===== src/rtl/sdes_pkg.sv =====
// Package with S-DES permutation tables, S-boxes and round-key helpers.
package sdes_pkg;

  localparam int unsigned KeyWidth   = 10;
  localparam int unsigned BlockWidth = 8;
  localparam int unsigned CfgIdxWidth = 2;

  localparam logic [KeyWidth-1:0]   KeyReset = 10'd509;
  localparam logic [BlockWidth-1:0] IvReset  = 8'd170;

  // Register indexes of the configuration port.
  typedef enum logic [CfgIdxWidth-1:0] {
    CFG_CIPHER_KEY  = 2'd0,
    CFG_INIT_VECTOR = 2'd1,
    CFG_DIRECTION   = 2'd2
  } cfg_idx_e;

  // Bit positions counted from 1 at the MSB.
  localparam int P10Tab [10]  = '{3, 5, 2, 7, 4, 10, 1, 9, 8, 6};
  localparam int P8Tab [8]    = '{6, 3, 7, 4, 8, 5, 10, 9};
  localparam int IpTab [8]    = '{2, 6, 3, 1, 4, 8, 5, 7};
  localparam int IpInvTab [8] = '{4, 1, 3, 5, 7, 2, 8, 6};
  localparam int EpTab [8]    = '{4, 1, 2, 3, 2, 3, 4, 1};
  localparam int P4Tab [4]    = '{2, 4, 3, 1};

  // S-boxes, entry at row * 4 + column.
  localparam logic [1:0] S0Tab [16] = '{
    2'd1, 2'd0, 2'd3, 2'd2,
    2'd3, 2'd2, 2'd1, 2'd0,
    2'd0, 2'd2, 2'd1, 2'd3,
    2'd3, 2'd1, 2'd3, 2'd2
  };
  localparam logic [1:0] S1Tab [16] = '{
    2'd0, 2'd1, 2'd2, 2'd3,
    2'd2, 2'd0, 2'd1, 2'd3,
    2'd3, 2'd0, 2'd1, 2'd0,
    2'd2, 2'd1, 2'd0, 2'd3
  };

  typedef struct packed {
    logic [BlockWidth-1:0] rk_one;
    logic [BlockWidth-1:0] rk_two;
  } round_keys_t;

  function automatic logic [9:0] perm_p10(logic [9:0] w);
    logic [9:0] r;
    for (int k = 0; k < 10; k++) r[9-k] = w[10-P10Tab[k]];
    return r;
  endfunction

  function automatic logic [7:0] perm_p8(logic [9:0] w);
    logic [7:0] r;
    for (int k = 0; k < 8; k++) r[7-k] = w[10-P8Tab[k]];
    return r;
  endfunction

  function automatic logic [7:0] perm_ip(logic [7:0] w);
    logic [7:0] r;
    for (int k = 0; k < 8; k++) r[7-k] = w[8-IpTab[k]];
    return r;
  endfunction

  function automatic logic [7:0] perm_ipinv(logic [7:0] w);
    logic [7:0] r;
    for (int k = 0; k < 8; k++) r[7-k] = w[8-IpInvTab[k]];
    return r;
  endfunction

  function automatic logic [7:0] perm_ep(logic [3:0] w);
    logic [7:0] r;
    for (int k = 0; k < 8; k++) r[7-k] = w[4-EpTab[k]];
    return r;
  endfunction

  function automatic logic [3:0] perm_p4(logic [3:0] w);
    logic [3:0] r;
    for (int k = 0; k < 4; k++) r[3-k] = w[4-P4Tab[k]];
    return r;
  endfunction

  function automatic logic [4:0] rot5(logic [4:0] v, int unsigned n);
    logic [9:0] d;
    d = {v, v} << n;
    return d[9:5];
  endfunction

  function automatic round_keys_t derive_keys(logic [KeyWidth-1:0] key);
    logic [9:0]  p;
    logic [4:0]  hi;
    logic [4:0]  lo;
    round_keys_t rk;
    p  = perm_p10(key);
    hi = rot5(p[9:5], 1);
    lo = rot5(p[4:0], 1);
    rk.rk_one = perm_p8({hi, lo});
    hi = rot5(hi, 2);
    lo = rot5(lo, 2);
    rk.rk_two = perm_p8({hi, lo});
    return rk;
  endfunction

  localparam round_keys_t RkReset = derive_keys(KeyReset);

  function automatic logic [3:0] round_fn(logic [3:0] half, logic [7:0] rk);
    logic [7:0] e;
    logic [1:0] s0;
    logic [1:0] s1;
    e  = perm_ep(half) ^ rk;
    s0 = S0Tab[{e[7], e[4], e[6:5]}];
    s1 = S1Tab[{e[3], e[0], e[2:1]}];
    return perm_p4({s0, s1});
  endfunction

  function automatic logic [7:0] sdes_block(logic [7:0] blk, logic [7:0] ka,
                                            logic [7:0] kb);
    logic [7:0] p;
    logic [3:0] nr;
    logic [3:0] nl;
    p  = perm_ip(blk);
    nr = p[7:4] ^ round_fn(p[3:0], ka);
    nl = p[3:0] ^ round_fn(nr, kb);
    return perm_ipinv({nl, nr});
  endfunction

endpackage


===== src/rtl/sdes_cbc_cipher_unit.sv =====
// S-DES byte cipher in CBC mode with stream ports and a register write port.
// Each byte passes through the input register and then the result register before it is offered on the master side.
// Throughput: one byte per cycle while the master side accepts; the chain value closes through one S-DES pass.
// Reset: asynchronous, active low; key, IV, direction and chain take reset values.
// Round keys are rederived in the cycle of a key write.
module sdes_cbc_cipher_unit (
  input  logic        clk_i,
  input  logic        rst_ni,
  // Configuration write port
  input  logic        cfg_we_i,
  input  logic [1:0]  cfg_index_i,
  input  logic [9:0]  cfg_wdata_i,
  // Slave side
  input  logic        s_axis_tvalid,
  output logic        s_axis_tready,
  input  logic [7:0]  s_axis_tdata,   // [7:0] data_block
  input  logic        s_axis_tuser,   // [0] chain_restart
  // Master side
  output logic        m_axis_tvalid,
  input  logic        m_axis_tready,
  output logic [7:0]  m_axis_tdata    // [7:0] result_block
);

  // Configuration and derived state
  sdes_pkg::round_keys_t rk_q;
  logic [7:0]            iv_q;
  logic                  dir_q;
  logic [7:0]            chain_q;
  logic [7:0]            chain_d;

  // Input register
  logic       in_valid_q;
  logic [7:0] in_data_q;
  logic       in_restart_q;

  // Result register
  logic       out_valid_q;
  logic [7:0] out_data_q;
  logic [7:0] out_data_d;

  logic       advance;
  logic       in_take;
  logic [7:0] prev_block;

  // Move the held item into the result register whenever that slot is free
  // or is being drained this cycle.
  assign advance       = in_valid_q && (!out_valid_q || m_axis_tready);
  assign s_axis_tready = !in_valid_q || advance;
  assign in_take       = s_axis_tvalid && s_axis_tready;

  // Restart selects the IV as the previous block for this byte only.
  assign prev_block = in_restart_q ? iv_q : chain_q;

  always_comb begin
    if (!dir_q) begin
      // Encrypt: whiten with the chain, ciphertext feeds the chain.
      out_data_d = sdes_pkg::sdes_block(in_data_q ^ prev_block, rk_q.rk_one, rk_q.rk_two);
      chain_d    = out_data_d;
    end else begin
      // Decrypt: swapped key order, unwhiten after, input ciphertext feeds the chain.
      out_data_d = sdes_pkg::sdes_block(in_data_q, rk_q.rk_two, rk_q.rk_one) ^ prev_block;
      chain_d    = in_data_q;
    end
  end

  // Configuration registers; writes to unused indexes are dropped.
  always_ff @(posedge clk_i or negedge rst_ni) begin
    if (!rst_ni) begin
      rk_q  <= sdes_pkg::RkReset;
      iv_q  <= sdes_pkg::IvReset;
      dir_q <= 1'b0;
    end else if (cfg_we_i) begin
      case (cfg_index_i)
        sdes_pkg::CFG_CIPHER_KEY:  rk_q  <= sdes_pkg::derive_keys(cfg_wdata_i);
        sdes_pkg::CFG_INIT_VECTOR: iv_q  <= cfg_wdata_i[7:0];
        sdes_pkg::CFG_DIRECTION:   dir_q <= cfg_wdata_i[0];
        default: ;
      endcase
    end
  end

  // Chain value advances with every item that reaches the result register.
  always_ff @(posedge clk_i or negedge rst_ni) begin
    if (!rst_ni) begin
      chain_q <= sdes_pkg::IvReset;
    end else if (advance) begin
      chain_q <= chain_d;
    end
  end

  // Input stage control
  always_ff @(posedge clk_i or negedge rst_ni) begin
    if (!rst_ni) begin
      in_valid_q <= 1'b0;
    end else if (in_take) begin
      in_valid_q <= 1'b1;
    end else if (advance) begin
      in_valid_q <= 1'b0;
    end
  end

  // Input stage payload; hold while the item waits.
  always_ff @(posedge clk_i) begin
    if (in_take) begin
      in_data_q    <= s_axis_tdata;
      in_restart_q <= s_axis_tuser;
    end
  end

  // Result stage control
  always_ff @(posedge clk_i or negedge rst_ni) begin
    if (!rst_ni) begin
      out_valid_q <= 1'b0;
    end else if (advance) begin
      out_valid_q <= 1'b1;
    end else if (m_axis_tready) begin
      out_valid_q <= 1'b0;
    end
  end

  // Result stage payload
  always_ff @(posedge clk_i) begin
    if (advance) begin
      out_data_q <= out_data_d;
    end
  end

  assign m_axis_tvalid = out_valid_q;
  assign m_axis_tdata  = out_data_q;

  // Encrypt: the chain equals the ciphertext just placed in the result register.
  assert property (@(posedge clk_i) disable iff (!rst_ni)
    (advance && !dir_q) |=> (chain_q == out_data_q))
    else $error("chain value differs from last ciphertext");

  // Decrypt: the chain equals the ciphertext byte just consumed.
  assert property (@(posedge clk_i) disable iff (!rst_ni)
    (advance && dir_q) |=> (chain_q == $past(in_data_q)))
    else $error("chain value differs from last input ciphertext");

  // Backpressure only when both stages hold items and the sink stalls.
  assert property (@(posedge clk_i) disable iff (!rst_ni)
    !s_axis_tready |-> (in_valid_q && out_valid_q && !m_axis_tready))
    else $error("input stalled without a full pipeline");

endmodule


===== config.mk =====
export PLATFORM = sky130hd
export DESIGN_NAME = sdes_cbc_cipher_unit
export DESIGN_NICKNAME = d
export VERILOG_FILES = /design/src/rtl/sdes_pkg.sv /design/src/rtl/sdes_cbc_cipher_unit.sv
export SDC_FILE = /design/constraint.sdc
export NUM_CORES = 1
export LEC_CHECK = 0
export BUFFER_PORTS_ARGS = -buffer_cell sky130_fd_sc_hd__buf_2
export CORE_ASPECT_RATIO = 0.7
export CORE_MARGIN = 1
export CORE_UTILIZATION = 55
export DETAILED_ROUTE_END_ITERATION = 8
export PLACE_DENSITY = 0.86
export SKIP_CTS_REPAIR_TIMING = 1
export SLEW_MARGIN = 20
export SYNTH_ARGS = -nofsm -noshare
export SYNTH_HDL_FRONTEND = slang
export SYNTH_SLANG_ARGS = --single-unit
export TNS_END_PERCENT = 30

===== constraint.sdc =====
create_clock -name clk_i -period 4.3 [get_ports clk_i]
set_input_delay 0.43 -clock clk_i [delete_from_list [all_inputs] [get_ports clk_i]]
set_output_delay 0.43 -clock clk_i [all_outputs]
set_load 0.005 [all_outputs]

==> flow_summary.toml <==
[worst_setup_path]
worstSetupStartpointType = "register"
timing.critical_path.max_delay_family = "flip-flops"
critical_path.max_fanout = 8
max_stage_delay_ps = 820
worst-path-buf-inv = 0
worst-endpoint-required_ps = 4350
worst_path_max_delay_cell = "sky130_fd_sc_hd__edfxtp_1"
criticalPathCategory = "register to register"
ordered_list_of_cells_on_the_worst_path = "mux2i_2 -> xnor2_1 -> ha_1 -> or2_2 -> a31o_2 -> xnor2_1 -> ha_1 -> or2_2 -> a31oi_1 -> a21oi_1 -> o21ai_0 -> nand2_1"
cp-end-kind = "register"
worst-endpoint-arrival_ps = 3860

[clocking]
tritoncts_num_sinks = 46
cts_tree = "built"
cts.root.buffer_cell = "sky130_fd_sc_hd__clkbuf_8"
clock_insertion_delay_worst_skew_ps = 300
ctsHtreeMaxLevel = 2
largest_buffer_count_on_any_clock_path = 2
clk_pin_slew_worst_paths_ps = 90
cts-buffers-inserted = 5

[synthesis]
syn_area_um2 = 3360
async_flop_share = 0.630
postSynthRegisterBits = 46
postSynthAreaPerCell_um2 = 10.9
portion_of_the_post_synthesis_area_used_by_sequential_elements = 0.374
synth_cell_type_count = 50
ys.warnings.count = 0
synth_most_common_cell = "sky130_fd_sc_hd__xnor2_1"
synth-edff-count = 17
synth_area_leader_cell = "sky130_fd_sc_hd__xnor2_1"
synth_area_leaders = "sky130_fd_sc_hd__xnor2_1, sky130_fd_sc_hd__edfxtp_1, sky130_fd_sc_hd__dfstp_2"
synth.net_count = 338
post_synth_most_frequent_cells = "sky130_fd_sc_hd__xnor2_1, sky130_fd_sc_hd__nand2_1, sky130_fd_sc_hd__xor2_1, sky130_fd_sc_hd__mux2_2, sky130_fd_sc_hd__edfxtp_1"
post-synth-top-area-fraction = 0.174
synth_instances = 308
commonest_register_cell_after_synthesis = "sky130_fd_sc_hd__edfxtp_1"

[timing]
final_min_period_over_clock_period = 0.887
tns_ps = 0
holdWs_ps = 135
slew-limit-headroom = 0.462
rsz0062_at_grt = "no"
clock_skew_ps = 9.03
post_layout_minimum_cycle_time_ps = 3810
number_of_max_slew_violations_in_the_final_report = 0
timing_worst_slew_pin_value_ps = 806
max_fclk_mhz = 262
final_critical_path_setup_slack_ps = 485
hold_viol_final = 0
setup-violations-final = 0

[drt]
drc = 0
route.antenna.remaining_nets = 0
post_drt_wl_per_cell_um = 17.8
vias = 2315
first_pass_iters = 4
first_iter_violations = 171
viasPerCell = 5.66
detail_route.wirelength_um = 7280

[cells_and_area]
area_growth_syn_to_layout_pct = 8.85
seq_area_um2 = 1260
fillers = 467
post-route-cell-area_um2 = 3660
diodes = 0
multi_input_comb_area_um2 = 2020
design.final.nets = 363
final_cell_count_no_fill = 409
utilization = 0.630
layout-drive-gt1-share = 0.281

[global_route]
grt_busiest_layer = "met2"
met2_usage = 0.430
antenna_violations_before_repair = 0
grt_ovf = 0
global_route_wire_length_before_repair_um = 12100
number_of_global_route_vias_before_repair = 2350
groute.layer.met1.usage = 0.350
grt.met3_usage = 0.0574
grt_use_total = 0.258
grt_max_degree = 30

[placed_design]
hpwlAfterDp_um = 5790
post_dp_cell_area_um2 = 3560
pre_cts_slack_ps = 546
number_of_port_buffers = 35
gp_congestion = 0.910
dpl.cell_count = 401

[floorplan]
pin_count = 36
die_x_um = 95.5
core_area_um2 = 5810
initial_core_util = 0.579
die_height_um = 67.4
rows = 23
die-area_um2 = 6440

[power]
irDropWorstVdd_v = 0.000331
power.static_leakage_nw = 1.46
power-per-cell-area_nw_per_um2 = 875
pnr_total_power_mw = 3.20

[run_status]
run_status = "finished clean"

[worst_hold_path]
hold_path.class = "input pin to asynchronous set/reset pin"

[job]
drv.max_cap_violation_count = 0
[logic make-up after synthesis]
kind of cell,synth area share
buffers and inverters,0.0268
muxes,0.124
AOI/OAI and AO/OA,0.0986
adders and majority gates,0.0149
xor gates and xnor gates,0.267
and+or+nand+nor,0.0952
DFF,0.374
[placed cells by master, fill, tap and decap left out, types with 3 or more instances in the layout]
master and count:
sky130_fd_sc_hd__a21oi_1 13, sky130_fd_sc_hd__and2_1 3, sky130_fd_sc_hd__buf_2 35, sky130_fd_sc_hd__clkbuf_8 5
sky130_fd_sc_hd__dfrtp_1 13, sky130_fd_sc_hd__dfstp_2 16, sky130_fd_sc_hd__edfxtp_1 17, sky130_fd_sc_hd__ha_1 4
sky130_fd_sc_hd__mux2_2 19, sky130_fd_sc_hd__mux2i_1 12, sky130_fd_sc_hd__mux2i_4 3, sky130_fd_sc_hd__nand2_1 20
sky130_fd_sc_hd__nand2b_1 3, sky130_fd_sc_hd__nand3b_1 3, sky130_fd_sc_hd__nor2_1 15, sky130_fd_sc_hd__nor2b_1 5
sky130_fd_sc_hd__o21ai_0 11, sky130_fd_sc_hd__o31ai_1 4, sky130_fd_sc_hd__or2_2 4, sky130_fd_sc_hd__xnor2_1 67
sky130_fd_sc_hd__xnor3_1 4, sky130_fd_sc_hd__xor2_1 20
[power by group]
group / internal, mW / total (mW) / switching, mW
registers: 0.645 / 0.778 / 0.132
logic: 1.01 / 2.13 / 1.12
clock network: 0.151 / 0.298 / 0.147
[area by class of cell]
type,count,area share
Tap cell,75,0.0256
Sequential cell,46,0.343
Clock inverter,1,0.00171
Timing Repair Buffer,36,0.0499
Inverter,2,0.00205
Clock buffer,7,0.0267
Multi-Input combinational cell,242,0.551
[registers in the layout (all words and copies together), names as in the netlist]
| name | count |
|---|---|
| rk_q | 10 |
| chain_q | 8 |
| in_data_q | 8 |
| iv_q | 8 |
| m_axis_tdata | 8 |
| dir_q | 1 |
| in_restart_q | 1 |
| in_valid_q | 1 |
| m_axis_tvalid | 1 |
[routing by layer]
layer  vias to the layer above  wire length (µm)  part of all wire
met3                         6               573             0.079
met2                        81              3260              0.45
met1                      1120              3390              0.47
met5                         -                 0                 0
li1                       1108                 -                 -
met4                         0                53            0.0073
[path summary, 6_finish.rpt]
kind | start | end | slack (ps) | cells after the start
min | rst_ni | chain_q[4]$_DFFE_PN0P_ | 130 | 1
max reg2reg | in_restart_q$_DFFE_PP_ | m_axis_tdata[5]$_DFFE_PP_ | 490 | 12
max in group asynchronous | rst_ni | chain_q[0]$_DFFE_PN0P_ | 3750 | 1
min in group clk_i | s_axis_tdata[4] | in_data_q[4]$_DFFE_PP_ | 300 | 1
min reg2reg | chain_q[6]$_DFFE_PN0P_ | chain_q[6]$_DFFE_PN0P_ | 480 | 2
max | in_restart_q$_DFFE_PP_ | m_axis_tdata[5]$_DFFE_PP_ | 490 | 12
Power figures use the tool's default switching activity.
